===== src/hdl/cts_pkg.sv =====
package cts_pkg;

    // Item kind codes
    localparam logic [2:0] KIND_TICK       = 3'd0;
    localparam logic [2:0] KIND_DISPATCH   = 3'd1;
    localparam logic [2:0] KIND_COMPLETE   = 3'd2;
    localparam logic [2:0] KIND_MAKE_READY = 3'd3;
    localparam logic [2:0] KIND_SET_PERIOD = 3'd4;

    // Slot status codes
    localparam logic [1:0] ST_SLEEP    = 2'd0;
    localparam logic [1:0] ST_BLOCKED  = 2'd1;
    localparam logic [1:0] ST_RUNNABLE = 2'd2;
    localparam logic [1:0] ST_RUNNING  = 2'd3;

    // Width of the ready mask and of the visible runnable set
    localparam int MASK_BITS = 8;

    // Input item
    typedef struct packed {
        logic [2:0]  kind;
        logic [2:0]  task_req;
        logic [7:0]  ready_mask;
        logic [15:0] period_value;
    } t_in_item;

    // Result item
    typedef struct packed {
        logic [2:0] chosen_task;
        logic       fell_back;
        logic [7:0] runnable_set;
    } t_out_item;

    // Controller to datapath commands
    typedef struct packed {
        logic load_item;   // capture input item, clear walk index and fallback flag
        logic idx_inc;     // advance walk index
        logic rd_cur;      // read slot tables at current slot instead of walk index
        logic tick_wb;     // apply tick rules to the slot read last cycle
        logic disp_take;   // mark walk slot running and make it current
        logic cmpl_wb;     // finish a complete item on the slot read last cycle
        logic req_wr;      // make_ready or set_period write
        logic out_load;    // load the result register
    } t_cmd;

    // Datapath to controller status
    typedef struct packed {
        logic [2:0] kind;
        logic       enable;
        logic       run_hit;   // slot at walk index is runnable
        logic       idx_last;  // walk index is the idle slot
        logic       wb_last;   // slot read last cycle is the idle slot
        logic       out_busy;  // result register full and not being taken
    } t_sts;

endpackage


===== src/hdl/cts_ctrl.sv =====
module cts_ctrl (
    input  logic          i_clk,
    input  logic          i_rst_n,
    input  logic          i_in_valid,
    output logic          o_in_ready,
    input  cts_pkg::t_sts i_sts,
    output cts_pkg::t_cmd o_cmd
);

    typedef enum logic [2:0] {
        S_IDLE,
        S_DECODE,
        S_TICK0,
        S_TICK,
        S_DISP,
        S_CMPL,
        S_DONE
    } t_state;

    t_state r_state, n_state;

    // Next state and commands
    always_comb begin
        n_state = r_state;
        o_cmd   = '0;
        case (r_state)
            S_IDLE: begin
                if (i_in_valid) begin
                    o_cmd.load_item = 1'b1;
                    n_state         = S_DECODE;
                end
            end
            S_DECODE: begin
                case (i_sts.kind)
                    cts_pkg::KIND_TICK: begin
                        n_state = i_sts.enable ? S_TICK0 : S_DONE;
                    end
                    cts_pkg::KIND_DISPATCH: begin
                        n_state = S_DISP;
                    end
                    cts_pkg::KIND_COMPLETE: begin
                        o_cmd.rd_cur = 1'b1;
                        n_state      = S_CMPL;
                    end
                    cts_pkg::KIND_MAKE_READY, cts_pkg::KIND_SET_PERIOD: begin
                        o_cmd.req_wr = 1'b1;
                        n_state      = S_DONE;
                    end
                    default: begin
                        n_state = S_DONE;
                    end
                endcase
            end
            // first read of the tick walk
            S_TICK0: begin
                o_cmd.idx_inc = 1'b1;
                n_state       = S_TICK;
            end
            // write back one slot while reading the next
            S_TICK: begin
                o_cmd.tick_wb = 1'b1;
                if (i_sts.wb_last) begin
                    n_state = S_DONE;
                end else begin
                    o_cmd.idx_inc = 1'b1;
                end
            end
            // lowest runnable slot, idle slot as fallback
            S_DISP: begin
                if (i_sts.run_hit || i_sts.idx_last) begin
                    o_cmd.disp_take = 1'b1;
                    n_state         = S_DONE;
                end else begin
                    o_cmd.idx_inc = 1'b1;
                end
            end
            S_CMPL: begin
                o_cmd.cmpl_wb = 1'b1;
                n_state       = S_DONE;
            end
            S_DONE: begin
                if (!i_sts.out_busy) begin
                    o_cmd.out_load = 1'b1;
                    n_state        = S_IDLE;
                end
            end
            default: begin
                n_state = S_IDLE;
            end
        endcase
    end

    // State register
    always_ff @(posedge i_clk) begin
        if (!i_rst_n) begin
            r_state <= S_IDLE;
        end else begin
            r_state <= n_state;
        end
    end

    assign o_in_ready = (r_state == S_IDLE);

endmodule


===== src/hdl/cts_dpath.sv =====
module cts_dpath #(
    parameter int TASK_SLOTS  = 8,
    parameter int PERIOD_BITS = 16
) (
    input  logic               i_clk,
    input  logic               i_rst_n,
    input  cts_pkg::t_in_item  i_in_item,
    input  logic               i_cfg_we,
    input  logic               i_cfg_wdata,
    input  cts_pkg::t_cmd      i_cmd,
    output cts_pkg::t_sts      o_sts,
    output logic               o_out_valid,
    input  logic               i_out_ready,
    output cts_pkg::t_out_item o_out_item
);

    localparam int              SW   = $clog2(TASK_SLOTS);
    localparam logic [SW-1:0]   LAST = SW'(TASK_SLOTS - 1);
    localparam int              VIS  = (TASK_SLOTS < cts_pkg::MASK_BITS) ?
                                       TASK_SLOTS : cts_pkg::MASK_BITS;

    // Slot tables
    logic [1:0]             st_mem  [TASK_SLOTS];
    logic [PERIOD_BITS-1:0] cnt_mem [TASK_SLOTS];
    logic [PERIOD_BITS-1:0] per_mem [TASK_SLOTS];

    logic [TASK_SLOTS-1:0]  r_st_vld;
    logic [TASK_SLOTS-1:0]  r_per_vld;
    logic [TASK_SLOTS-1:0]  r_run;

    logic                   r_enable;
    cts_pkg::t_in_item      r_item;
    logic [SW-1:0]          r_idx;
    logic [SW-1:0]          r_cur;
    logic                   r_fell;

    // Registered read data
    logic [SW-1:0]          r_addr_q;
    logic [1:0]             r_st_q;
    logic                   r_st_v;
    logic [PERIOD_BITS-1:0] r_cnt_q;
    logic [PERIOD_BITS-1:0] r_per_q;
    logic                   r_per_v;

    cts_pkg::t_out_item     r_out;
    logic                   r_out_vld;

    logic [SW-1:0]          rd_addr;
    logic [1:0]             st_eff;
    logic [PERIOD_BITS-1:0] per_eff;
    logic                   rdy;
    logic                   req_ok;
    logic [SW-1:0]          req_idx;

    logic                   st_we;
    logic [SW-1:0]          st_waddr;
    logic [1:0]             st_wdata;
    logic                   cnt_we;
    logic [PERIOD_BITS-1:0] cnt_wdata;
    logic                   per_we;

    logic [cts_pkg::MASK_BITS-1:0] run_vis;

    assign rd_addr = i_cmd.rd_cur ? r_cur : r_idx;
    assign req_idx = SW'(r_item.task_req);
    assign req_ok  = (32'(r_item.task_req) < TASK_SLOTS);

    // Never-written entries read as their reset values
    assign st_eff  = r_st_v ? r_st_q :
                     ((r_addr_q == LAST) ? cts_pkg::ST_RUNNABLE : cts_pkg::ST_BLOCKED);
    assign per_eff = r_per_v ? r_per_q : '0;

    // Slots past the mask width always count as ready
    assign rdy = (32'(r_addr_q) >= cts_pkg::MASK_BITS) ? 1'b1 : r_item.ready_mask[3'(r_addr_q)];

    // Table write selection
    always_comb begin
        st_we     = 1'b0;
        st_waddr  = r_addr_q;
        st_wdata  = cts_pkg::ST_BLOCKED;
        cnt_we    = 1'b0;
        cnt_wdata = r_cnt_q - 1'b1;
        per_we    = 1'b0;
        if (i_cmd.tick_wb) begin
            case (st_eff)
                cts_pkg::ST_SLEEP: begin
                    if (r_cnt_q != '0) begin
                        cnt_we = 1'b1;
                    end else begin
                        st_we    = 1'b1;
                        st_wdata = rdy ? cts_pkg::ST_RUNNABLE : cts_pkg::ST_BLOCKED;
                    end
                end
                cts_pkg::ST_BLOCKED: begin
                    if (rdy) begin
                        st_we    = 1'b1;
                        st_wdata = cts_pkg::ST_RUNNABLE;
                    end
                end
                cts_pkg::ST_RUNNABLE: begin
                    if (!rdy) begin
                        st_we    = 1'b1;
                        st_wdata = cts_pkg::ST_BLOCKED;
                    end
                end
                default: begin
                end
            endcase
        end else if (i_cmd.disp_take) begin
            st_we    = 1'b1;
            st_waddr = r_idx;
            st_wdata = cts_pkg::ST_RUNNING;
        end else if (i_cmd.cmpl_wb) begin
            if (st_eff == cts_pkg::ST_RUNNING) begin
                st_we = 1'b1;
                if (r_addr_q == LAST) begin
                    st_wdata = cts_pkg::ST_RUNNABLE;
                end else begin
                    st_wdata  = cts_pkg::ST_SLEEP;
                    cnt_we    = 1'b1;
                    cnt_wdata = per_eff;
                end
            end
        end else if (i_cmd.req_wr && req_ok) begin
            if (r_item.kind == cts_pkg::KIND_MAKE_READY) begin
                st_we    = 1'b1;
                st_waddr = req_idx;
                st_wdata = cts_pkg::ST_RUNNABLE;
            end
            if (r_item.kind == cts_pkg::KIND_SET_PERIOD) begin
                per_we = 1'b1;
            end
        end
    end

    // Table memories
    always_ff @(posedge i_clk) begin
        if (st_we) begin
            st_mem[st_waddr] <= st_wdata;
        end
        if (cnt_we) begin
            cnt_mem[r_addr_q] <= cnt_wdata;
        end
        if (per_we) begin
            per_mem[req_idx] <= PERIOD_BITS'(r_item.period_value);
        end
        r_st_q  <= st_mem[rd_addr];
        r_cnt_q <= cnt_mem[rd_addr];
        r_per_q <= per_mem[rd_addr];
    end

    // Valid bits, runnable shadow and read tags
    always_ff @(posedge i_clk) begin
        if (!i_rst_n) begin
            r_st_vld  <= '0;
            r_per_vld <= '0;
            r_run     <= TASK_SLOTS'(1) << (TASK_SLOTS - 1);
            r_st_v    <= 1'b0;
            r_per_v   <= 1'b0;
            r_addr_q  <= '0;
        end else begin
            if (st_we) begin
                r_st_vld[st_waddr] <= 1'b1;
                r_run[st_waddr]    <= (st_wdata == cts_pkg::ST_RUNNABLE);
            end
            if (per_we) begin
                r_per_vld[req_idx] <= 1'b1;
            end
            r_st_v   <= r_st_vld[rd_addr];
            r_per_v  <= r_per_vld[rd_addr];
            r_addr_q <= rd_addr;
        end
    end

    // Item capture, walk index, current slot, enable
    always_ff @(posedge i_clk) begin
        if (!i_rst_n) begin
            r_enable <= 1'b0;
            r_idx    <= '0;
            r_cur    <= '0;
            r_fell   <= 1'b0;
        end else begin
            if (i_cfg_we) begin
                r_enable <= i_cfg_wdata;
            end
            if (i_cmd.load_item) begin
                r_idx  <= '0;
                r_fell <= 1'b0;
            end else if (i_cmd.idx_inc) begin
                r_idx <= r_idx + 1'b1;
            end
            if (i_cmd.disp_take) begin
                r_cur  <= r_idx;
                r_fell <= !r_run[r_idx];
            end
        end
    end

    always_ff @(posedge i_clk) begin
        if (i_cmd.load_item) begin
            r_item <= i_in_item;
        end
    end

    // Visible part of the runnable set
    always_comb begin
        run_vis = '0;
        for (int i = 0; i < VIS; i++) begin
            run_vis[i] = r_run[i];
        end
    end

    // Result register
    always_ff @(posedge i_clk) begin
        if (!i_rst_n) begin
            r_out_vld <= 1'b0;
        end else if (i_cmd.out_load) begin
            r_out_vld <= 1'b1;
        end else if (i_out_ready) begin
            r_out_vld <= 1'b0;
        end
    end

    always_ff @(posedge i_clk) begin
        if (i_cmd.out_load) begin
            r_out.chosen_task  <= 3'(r_cur);
            r_out.fell_back    <= r_fell;
            r_out.runnable_set <= run_vis;
        end
    end

    assign o_out_valid = r_out_vld;
    assign o_out_item  = r_out;

    // Status to controller
    assign o_sts.kind     = r_item.kind;
    assign o_sts.enable   = r_enable;
    assign o_sts.run_hit  = r_run[r_idx];
    assign o_sts.idx_last = (r_idx == LAST);
    assign o_sts.wb_last  = (r_addr_q == LAST);
    assign o_sts.out_busy = r_out_vld && !i_out_ready;

endmodule


===== src/hdl/cooperative_task_scheduler.sv =====
// Fixed-priority cooperative task scheduler.
// Input channel (i_in_valid / o_in_ready / i_in_item) takes one command item:
// tick, dispatch, complete, make_ready or set_period. Output channel
// (o_out_valid / i_out_ready / o_out_item) returns one result item per input
// item: current slot, idle-fallback flag and the runnable set after the item.
// Config port: i_cfg_we / i_cfg_wdata write the enable bit at any idle time.
// One item is worked at a time:
//   tick (enabled): walks every slot in turn, one slot per cycle
//   through the status and countdown memories;
//   dispatch: tests slots from the lowest up, one slot tested per cycle;
//   complete: reads the current slot, then writes it back; other kinds: no slot walk.
// The result sits in an output register; a stalled receiver holds the
// block in its final step until the register frees, then input is taken again.
// Reset: every slot blocked except the idle (last) slot, which is runnable;
// periods zero, current slot zero, enable low. No clearing
// pass is needed; the block takes items right after reset.
module cooperative_task_scheduler #(
    parameter int TASK_SLOTS  = 8,
    parameter int PERIOD_BITS = 16
) (
    input  logic               i_clk,
    input  logic               i_rst_n,
    input  logic               i_in_valid,
    output logic               o_in_ready,
    input  cts_pkg::t_in_item  i_in_item,
    output logic               o_out_valid,
    input  logic               i_out_ready,
    output cts_pkg::t_out_item o_out_item,
    input  logic               i_cfg_we,
    input  logic               i_cfg_wdata
);

    cts_pkg::t_cmd cmd;
    cts_pkg::t_sts sts;

    // Sequencer
    cts_ctrl u_ctrl (
        .i_clk      (i_clk),
        .i_rst_n    (i_rst_n),
        .i_in_valid (i_in_valid),
        .o_in_ready (o_in_ready),
        .i_sts      (sts),
        .o_cmd      (cmd)
    );

    // Slot tables and result register
    cts_dpath #(
        .TASK_SLOTS  (TASK_SLOTS),
        .PERIOD_BITS (PERIOD_BITS)
    ) u_dpath (
        .i_clk       (i_clk),
        .i_rst_n     (i_rst_n),
        .i_in_item   (i_in_item),
        .i_cfg_we    (i_cfg_we),
        .i_cfg_wdata (i_cfg_wdata),
        .i_cmd       (cmd),
        .o_sts       (sts),
        .o_out_valid (o_out_valid),
        .i_out_ready (i_out_ready),
        .o_out_item  (o_out_item)
    );

endmodule

===== config.mk =====
export PLATFORM = sky130hd
export DESIGN_NAME = cooperative_task_scheduler
export DESIGN_NICKNAME = d
export VERILOG_FILES = /design/src/hdl/cts_pkg.sv /design/src/hdl/cts_ctrl.sv /design/src/hdl/cts_dpath.sv /design/src/hdl/cooperative_task_scheduler.sv
export SDC_FILE = /design/constraint.sdc
export NUM_CORES = 1
export LEC_CHECK = 0
export ABC_AREA = 1
export BUFFER_PORTS_ARGS = -buffer_cell sky130_fd_sc_hd__clkbuf_2
export CAP_MARGIN = 20
export CORE_MARGIN = 5
export CORE_UTILIZATION = 54
export CTS_CLUSTER_SIZE = 14
export DETAILED_ROUTE_END_ITERATION = 16
export PLACE_DENSITY = 0.74
export SYNTH_ARGS = -nofsm -noshare
export SYNTH_HDL_FRONTEND = slang
export SYNTH_HIERARCHICAL = 1
export SYNTH_SLANG_ARGS = --single-unit
export TNS_END_PERCENT = 10

===== constraint.sdc =====
create_clock -name i_clk -period 3.43 [get_ports i_clk]
set_input_delay 0.343 -clock i_clk [delete_from_list [all_inputs] [get_ports i_clk]]
set_output_delay 0.343 -clock i_clk [all_outputs]
set_load 0.05 [all_outputs]

# Word level (Yosys, flattened, before mapping)
# Memory sizes are Yosys's and may differ from the RTL's. A register that Yosys moved wholly into a read port is not among the register bits.
# Index checks and enable logic that the tools add are counted.
[classes] add_sub_neg=2 n_mul=0 div_mod_pow=0 order_cmp=7 n_eq_ne=20 shift=0 n_mux=90 bitwise=3 reduce_logical=15
[ops] cell="$mux W16" count=6
[ops] cell="$mux W1" count=50
[ops] cell="$mux W3" count=11
[ops] cell="$mux W2" count=11
[ops] cell="$pmux W3 S7" count=1
[ops] cell="$lt A3 B4 Y1 const B" count=5
[ops] cell="$eq A3 B3 Y1 const B" count=6
[ops] cell="$or A8 B8 Y8" count=2
[ops] cell="$reduce_bool A16 Y1" count=1
[ops] cell="$sub A16 B1 Y16 const B" count=1
[ops] cell="$bmux W1 S3" count=4
[ops] cell="$eq A3 B2 Y1 const B" count=4
[ops] cell="$pmux W3 S3" count=1
[ops] cell="$bwmux W8" count=1
[ops] cell="$demux W1 S3" count=2
[ops] cell="$eq A2 B2 Y1 const B" count=3
[ops] cell="$eq A3 B1 Y1 const B" count=2
[ops] cell="$ge A3 B1 Y1 const B" count=2
[ops] cell="$logic_not A3 Y1" count=2
[ops] cell="$ne A2 B2 Y1 const B" count=3
[ops] cell="$pmux W1 S3" count=2
[ops] cell="$pmux W2 S2" count=1
[ops] cell="$reduce_and A4 Y1" count=1
[ops] cell="$reduce_bool A2 Y1" count=2
[ops] cell="other kinds (9)" count=13
[word_totals] regBits=83 latch_bits=0 ram_bits=272 mem_bits_ro=0 inputBits=36 out_inout_bits=14 elab_cells=159 n_memories=3
[memory_table] name="u_dpath.cnt_mem" words=8 width=16 rd=1 rd_clocked_by_memory_dff=1 write_ports=1 line_no="cts_dpath.sv:24" source="logic [PERIOD_BITS-1:0] cnt_mem [TASK_SLOTS];"
[memory_table] name="u_dpath.per_mem" words=8 width=16 rd=1 rd_clocked_by_memory_dff=1 write_ports=1 line_no="cts_dpath.sv:25" source="logic [PERIOD_BITS-1:0] per_mem [TASK_SLOTS];"
[memory_table] name="u_dpath.st_mem" words=8 width=2 rd=1 rd_clocked_by_memory_dff=1 write_ports=1 line_no="cts_dpath.sv:23" source="logic [1:0] st_mem [TASK_SLOTS];"

# Depth between registers and ports, before layout
# Gate-level depths: netlist of the first run.
[logic_depth] ltp_word=13 mapped_depth=20 depth_no_buf=19

# By module
# Netlist of the first run, hierarchy kept.
[by_module_without_submodules] mod="cts_dpath" n_inst=1 cells_each=1334 area_per_inst_um2=15239.6 seq_area_each_um2=10870.4
[by_module_without_submodules] mod="cts_ctrl" n_inst=1 cells_each=62 area_per_inst_um2=429.2 seq_area_each_um2=60.1

# Worst setup path after synthesis of the first run
# OpenSTA, ideal clock, no wires.
[synth_timing] path_type="flip-flop to flip-flop" start="reg u_dpath.r_idx[0]" end="mem u_dpath.cnt_mem[4][0] (enable)" setup_time_ns=0.430 arrival_time_ns=3.325 t_required_ns=3.000 slack_ns=-0.325 stages_incl_launch_ff=12 n_path_buf=1 synth_period_minus_slack_ns=3.755 cell_sequence="dfxtp_1 inv_2 o21ai_0 a32oi_1 nor2_1 nor4_1 clkbuf_2 nor2_1 inv_1 nor2_4 a21oi_1 nor4_1"
[synth_lines] item="start: declaration" line_no="cts_dpath.sv:33" source="logic [SW-1:0] r_idx;"
[synth_lines] item="start signal: assignment" line_no="cts_dpath.sv:190" source="r_idx <= r_idx + 1'b1;"
[synth_lines] item="end: declaration" line_no="cts_dpath.sv:24"

==> results.md, run 1 <==
- #FFs+latches synth: a little under 400
- Power per standard cell area: ~850 nW/um^2
- Total CTS buffers: 39
- Metal-1 WL: between 10000 and 15000 um
- Layout cells sized above 1: 13.0%
- Combinational power share: between 30% and 40%
- Area after DPL: around 16000 sq um
- CTS tree: yes
- Drt pass-1 iters: 5
- CP arrival: 3.24 ns
- CP Cell Sequence: inv_2, a21oi_1, o21ai_0, a32oi_1, nor2_1, nor4_1, buf_4, inv_2, nand2_1, nand2_1, nand2_1, nand2_1, inv_1, nand2_1, nor2_1, nand2_1, inv_1
- Final setup skew: 0.0140 ns
- First-pass GRT wire length: around 56000 um
- Final Max Tran Viols: 0
- Drt wl/cell: between 15 and 20 um
- Register-to-Register Path Depth: 17
- CP peak stage delay: between 0.4 and 0.5 ns
- Setup Viol. Count Final: 0
- Worst-Margin Slew: 0.960 ns
- Met3 WL: about 2700 um
- Gr usage total: roughly a fifth
- Vias in the first global route: just under 10000
- Pre-CTS WS: approximately 0.56 ns
- CP Launch Point: u_dpath/r_idx[0]
- Synthesized area: between 15000 and 20000 sq um
- RSZ-0062 raised after global routing: no
- Net Switching: roughly 5400 uW
- Seq pwr share: ~42%
- Chip height: approximately 180 um
- Critical register-to-register path startpoint: u_dpath/r_idx[0]
- Diode count: 0
- Initial antenna violation count: 0
- Pint: ~10000 uW
- Most frequent cells in the layout: nor2_1, edfxtp_1, nand2_1, o21ai_0, o21ai_1
- Worst Path Required: roughly 3.7 ns
- GR Overflow Total: 0
- Post-CTS Hold Fix Bufs: 30
- F_max: 333 MHz
- Die area: ~33000 sq um
- Final Hold Vio Count: 0
- Register area share after synthesis: roughly 70%
- FILL cells: 2200
- Mapped Nets: around 1400
- Post-Route WL: 35100 um
- Clock tree buffer depth: 3
- Post-DRT Antenna Nets: 0
- Distinct cells, synth: 41
- Worst VDD drop: around 560 uV
- Net Sw Frac: between 30% and 40%
- Power Total: approximately 15000 uW
- Num ports: 50
- Max Used Layer: met4
- Tmin final: 3.00 ns
- Cell mode on critical path: nand2_1
- Slew headroom: between 30% and 40%
- Die X: 180 um
- Crit start category: register
- Rows: between 60 and 70
- Clock Latency Late Sink: about 0.53 ns
- Setup ws final: ~0.43 ns
- Area grow syn2layout: 15.2%
- First DRT Iteration DRCs: between 1000 and 1500
- Synthesized instance count: 1396
- # H-tree levels: 2
- Clk pin slew, worst setup/hold paths: about 0.060 ns
- Tcrit/Tclk final: slightly below 90%
- Worst Setup EP: u_dpath/st_mem[2][0]
- Port Buffers: 49
- Final std cell area, no fill: between 15000 and 20000 sq um
- MaxCap Viol Count: 0
- Worst r2r dst: u_dpath/st_mem[2][0]
- Vias: ~10000
- Nets: roughly 1500
- Post-route DRC: 0
- Crit-path slowest cell: dfxtp_1
- Critical path type: reg2reg
- Crit. End Element: register
- Core area: roughly 29000 sq um
- Worst min-delay path class: in2reg
- Clock power frac: ~28%
- Mean post-synth cell area: ~11 sq um
- Total setup buffers inserted after CTS: 0
- Outcome: finished, final reports clean
- Root Driver: clkbuf_16
- Synth Warn #: 6
- Post-route insts no fill: between 1500 and 2000
- Clock sinks: roughly 400
- R2R setup slack: 0.43 ns
- Avg Vias per Cell: between 5 and 6
- DP HPWL: between 20000 and 25000 um
- RePlAce Congestion: between 0.9 and 1
- Critical path peak fanout: 9
- Post-Place Cells: roughly 1800
- Effective utilization at floorplan: 54.6%
- PostCTS Resize Cnt: 0
- Pleak: 0.00663 uW
- Largest net degree at the start of global routing: 86
- Commonest non-fill, non-tap cell in the layout: nor2_1
- WL met2: roughly 17000 um
==> layer usage <==
| metal | up-vias | global-route usage (%) |
|---|---|---|
| li1 | 5006 | - |
| met1 | 4987 | 31.0 |
| met2 | 412 | 34.0 |
| met3 | 71 | 3.23 |
| met4 | 0 | 6.38 |
| met5 | - | 0 |
==> stage by stage <==
stage	utilization [%]	TNS, ns	hold WS [ns]
detailed placement	57.4	0	0.418
finish	62.9	0	0.0265
floorplan	-	-36.43	0.408
global placement	57.4	0	0.417
global route	62.9	0	0.0189
CTS	62.9	0	0.0154
==> logic make-up after synthesis <==
family / Yosys count / synth area share [%]
flops: 389 / 69.8
simple gates: 567 / 15.1
compound gates: 282 / 9.89
buf+inv: 146 / 4.51
xor+xnor: 8 / 0.447
fa+ha+maj: 4 / 0.319
==> synthesized netlist by cell type <==
master / number / area, sq um
nand3_2: 3 / 30.0
xor2_1: 4 / 35.0
o21ai_2: 1 / 8.76
nor4_1: 9 / 56.3
clkinv_4: 1 / 8.76
o21a_1: 40 / 300
nand2_1: 125 / 469
nor3_1: 2 / 10.0
dfxtp_1: 75 / 1500
nand3_1: 60 / 300
xnor2_1: 4 / 35.0
buf_2: 19 / 95.1
nand4_1: 4 / 25.0
a32oi_1: 1 / 8.76
o21ai_1: 92 / 460
clkbuf_2: 1 / 5.00
nor2_8: 1 / 20.0
inv_2: 13 / 48.8
or2_2: 2 / 12.5
nor2_4: 5 / 56.3
edfxtp_1: 314 / 9430
clkinv_2: 1 / 5.00
o22ai_1: 5 / 31.3
nand2_4: 5 / 56.3
buf_6: 14 / 158
inv_1: 60 / 225
a31oi_1: 3 / 18.8
nor2_1: 348 / 1310
a21oi_1: 22 / 110
o22ai_2: 1 / 12.5
o31ai_1: 1 / 7.51
a211oi_1: 1 / 7.51
nand2_2: 1 / 6.26
ha_1: 4 / 50.1
a21boi_0: 1 / 7.51
nor3b_1: 1 / 7.51
clkbuf_1: 31 / 116
buf_4: 6 / 45.0
or2_1: 1 / 6.26
o21ai_0: 113 / 566
o211a_1: 1 / 10.0
==> how the worst min path moves through the flow <==
stage / cells past startpoint / end / start / slack [ns]
after global routing: 3 / u_dpath/r_enable / i_cfg_wdata / 0.02
final: 1 / u_dpath/r_item[5] / i_in_item[5] / 0.03
after detailed placement: 0 / u_dpath/o_out_item[6] / u_dpath/r_run[6] / 0.42
after global placement: 0 / u_dpath/o_out_item[6] / u_dpath/r_run[6] / 0.42
after floorplan: 0 / u_dpath/o_out_item[1] / u_dpath/r_run[1] / 0.41
after CTS: 1 / u_dpath/r_item[5] / i_in_item[5] / 0.02
==> power groups by stage <==
stage,Clock [uW],Combinational [uW],Sequential [uW]
floorplan,0,3230,6260
global placement,0,4550,6420
detailed placement,0,4640,6430
CTS,4260,4710,6340
global route,4470,5230,6400
finish,4210,4730,6350
==> state kept, by name, indices dropped and copies added, names as in the netlist, 8 cells and up <==
register and cells:
u_dpath/st_mem 16, u_dpath/r_st_vld 8, u_dpath/cnt_mem 128, u_dpath/r_per_vld 8
u_dpath/r_item 24, u_dpath/o_out_item 12, u_dpath/r_cnt_q 16, u_dpath/r_per_q 16
u_dpath/r_run 8, u_dpath/per_mem 128
==> cell type report <==
cell class / instances / area (sq um) / share of cell area (%)
flip-flops and latches: 389 / 10900 / 60.6
repair buffers: 123 / 951 / 5.27
well taps: 384 / 480 / 2.66
clock buffers: 49 / 1090 / 6.02
clock inverters: 22 / 194 / 1.07
inverters: 75 / 288 / 1.59
multi-input cells: 861 / 4120 / 22.8
==> critical path, delay by kind of cell, from the launching register on <==
kind	cells	cell delay (ns)
and+or+nand+nor	9	1.11
DFF	1	0.48
AOI/OAI and AO/OA	3	0.51
buffers and inverters	5	0.62
Note: power is estimated with default switching activity, not from simulation.
==> inputs of run 2 (changes only) <==
- SYNTH_HIERARCHICAL: 1 -> unset
==> run 2 against run 1 <==
  * Register-to-register slack better by 0.30 ns
  * Clock-buffer cell count up 6
  * Clock skew about the same
  * Flip-flop and latch count unchanged
  * Critical path type unchanged
==> results.md, run 2 <==
- Outcome: finished, final reports clean (unchanged)
- Tcrit/Tclk final: 78.8% (was 87.6%)
- Post-Place Cells: 1729 (was 1802)
- Total negative setup slack: 0 ns (unchanged)
- Hold Path Cell Cnt: 1 (unchanged)
- Avg Vias per Cell: 5.53 (was 5.50)
- Final Max Tran Viols: 0 (unchanged)
- Layout cells sized above 1: 11.8% (was 13.0%)
- Post-CTS Hold Fix Bufs: 30 (unchanged)
- Ranking of synthesized cells by area: edfxtp_1, dfxtp_1, nor2_1 (unchanged)
- Tmin final: 2.70 ns (was 3.00 ns)
- Area grow syn2layout: 15.4% (was 15.2%)
- Synth top cells by count: edfxtp_1, nor2_1, nand2_1 (was nor2_1, edfxtp_1, nand2_1)
- Top cell type by total area after synthesis: edfxtp_1 (unchanged)
- Clk pin slew, worst setup/hold paths: 0.06 ns (about the same)
- R2R setup slack: 0.73 ns (was 0.43 ns)
- Fraction of registers with async set/reset: 0% (unchanged)
- Final std cell area, no fill: 17600 sq um (was 18000 sq um)
- Synth top area share: 61.8% (was 60.2%)
- Area after DPL: 16000 sq um (was 16500 sq um)
- Worst-Margin Slew: 0.832 ns (was 0.960 ns)
- First-pass GRT wire length: 52700 um (was 55500 um)
- Synthesized instance count: 1329 (was 1396)
- Mapped Nets: 1369 (was 1436)
- Root Driver: clkbuf_16 (unchanged)
- Initial antenna violation count: 0 (unchanged)
- Vias in the first global route: 9996 (was 9831)
- CTS tree: yes (unchanged)
- Critical register-to-register path startpoint: u_ctrl.r_state[2] (was u_dpath/r_idx[0])
- Final Hold Vio Count: 0 (unchanged)
- Setup Viol. Count Final: 0 (unchanged)
- Worst r2r dst: u_dpath.cnt_mem[5][15] (was u_dpath/st_mem[2][0])
- CP arrival: 2.93 ns (was 3.24 ns)
- Hold EP: u_dpath.r_item[18] (was u_dpath/r_item[5])
- Slew headroom: 43.9% (was 35.7%)
- Synthesized area: 15300 sq um (was 15700 sq um)
- Core area: 27900 sq um (was 28700 sq um)
- Critical path peak fanout: 10 (was 9)
- Crit start category: register (unchanged)
- Number of synthesized flops with an enable pin: 314 (unchanged)
- Total setup buffers inserted after CTS: 0 (unchanged)
- PostCTS Resize Cnt: 0 (unchanged)
- Nets: 1462 (was 1529)
- Final setup skew: 0.0139 ns (was 0.0140 ns)
- Register-to-Register Path Depth: 8 (was 17)
- Distinct cells, synth: 36 (was 41)
- CP Launch Point: u_ctrl.r_state[2] (was u_dpath/r_idx[0])
- Crit. End Element: register (unchanged)
- Gr usage total: 21.3% (was 21.4%)
- RePlAce Congestion: 0.848 (was 0.953)
- Chip height: 178 um (was 180 um)
- Most frequent cells in the layout: edfxtp_1, nor2_1, nand2_1, o21ai_0, dfxtp_1 (was nor2_1, edfxtp_1, nand2_1, o21ai_0, o21ai_1)
- Worst VDD drop: 471 uV (was 562 uV)
- Post-route DRC: 0 (unchanged)
- Synth Warn #: 0 (was 6)
- Pleak: 0.00639 uW (was 0.00663 uW)
- Effective utilization at floorplan: 54.8% (was 54.6%)
- Num ports: 50 (unchanged)
- Post-route insts no fill: 1830 (was 1903)
- Most used DFF post-synth: edfxtp_1 (unchanged)
- Critical path type: reg2reg (unchanged)
- Final Core Density: 63.2% (was 62.9%)
- Regs by FF count: u_dpath.cnt_mem (128), u_dpath.per_mem (128), u_dpath.r_item (24) (was u_dpath/cnt_mem (128), u_dpath/per_mem (128), u_dpath/r_item (24))
- # H-tree levels: 2 (unchanged)
- F_max: 370 MHz (was 333 MHz)
- Clock tree buffer depth: 3 (unchanged)
- GR Overflow Total: 0 (unchanged)
- Die area: 31700 sq um (was 32500 sq um)
- Rows: 61 (was 62)
- Post-Route WL: 33300 um (was 35100 um)
- Total CTS buffers: 39 (unchanged)
- Diode count: 0 (unchanged)
- Hold_sp: i_in_item[18] (was i_in_item[5])
- Power per standard cell area: 751 nW/um^2 (was 847 nW/um^2)
- Clock sinks: 389 (unchanged)
- Largest net degree at the start of global routing: 146 (was 86)
- Vias: 10129 (was 10476)
- Worst min-delay path class: in2reg (unchanged)
- RSZ-0062 raised after global routing: no (unchanged)
- Drt wl/cell: 18.2 um (was 18.5 um)
- Most common cell in the netlist: edfxtp_1 (was nor2_1)
- Register area share after synthesis: 71.6% (was 69.8%)
- Worst Path Required: 3.66 ns (was 3.67 ns)
- Mean post-synth cell area: 11.5 sq um (was 11.2 sq um)
- DP HPWL: 19100 um (was 22000 um)
- MaxCap Viol Count: 0 (unchanged)
- Drt pass-1 iters: 6 (was 5)
- Die X: 178 um (was 180 um)
- Commonest non-fill, non-tap cell in the layout: edfxtp_1 (was nor2_1)
- Port Buffers: 49 (unchanged)
- Clock Latency Late Sink: 0.52 ns (was 0.53 ns)
- #FFs+latches synth: 389 (unchanged)
- Post-DRT Antenna Nets: 0 (unchanged)
- First DRT Iteration DRCs: 849 (was 1285)
==> run 2: routing by layer <==
metal | wire length (um) | track usage (%)
met1 | 14100 | 28.8
met2 | 16500 | 36.2
met3 | 1940 | 3.03
met4 | 682 | 5.99
met5 | 0 | 0
==> run 2: where the power goes <==
part	switching [uW]	internal (uW)
Combinational	1890	815
Clock	1680	2610
Sequential	367	5870
==> run 2: per-stage QoR <==
stage	hold slack [ns]	power, uW	setup WS (ns)
after global placement	0.431	8890	0.914
after global routing	0.00644	13900	0.503
final	0.0204	13200	0.727
after detailed placement	0.436	8970	0.805
after floorplan	0.409	8220	0.0343
after CTS	0.00171	13300	0.772
==> run 2: area by class of cell <==
cell class | count | area, sq um
Fill cell | 2094 | 10200
Sequential cell | 389 | 10900
Timing Repair Buffer | 112 | 818
Inverter | 70 | 265
Multi-Input combinational cell | 810 | 3820
Clock inverter | 16 | 215
Clock buffer | 55 | 1100
Tap cell | 378 | 473
==> run 2: critical path, stage by stage (launching register included) <==
cell,delay [ns]
dfxtp_1,0.46
inv_1,0.13
nor2_1,0.16
nand3_1,0.09
nor2_1,0.15
inv_1,0.10
nor2_2,0.37
nand3_1,0.34
o22ai_1,0.61
==> run 2: how the worst max path moves through the flow <==
stage | to | slack (ns) | cells past startpoint
finish | u_dpath.cnt_mem[5][15] | 0.73 | 8
detailed placement | u_dpath.cnt_mem[3][3] | 0.81 | 11
global route | u_dpath.cnt_mem[3][13] | 0.50 | 11
floorplan | u_dpath.cnt_mem[0][0] | 0.03 | 10
CTS | u_dpath.cnt_mem[3][6] | 0.77 | 11
global placement | u_dpath.cnt_mem[3][3] | 0.91 | 11
==> run 2: kinds of logic (layout without fill, tap and decap cells) <==
| kind of cell | after synthesis | in the layout | share of synthesized area [%] |
|---|---|---|---|
| AO/OA/AOI/OAI | 258 | 258 | 9.21 |
| flip-flops | 389 | 389 | 71.6 |
| multiplexers | 1 | 1 | 0.0656 |
| adder cells (fa/ha/maj) | 4 | 4 | 0.328 |
| AND/OR/NAND/NOR | 535 | 535 | 14.2 |
| XOR/XNOR | 12 | 12 | 0.688 |
| buffers and inverters | 130 | 253 | 3.89 |
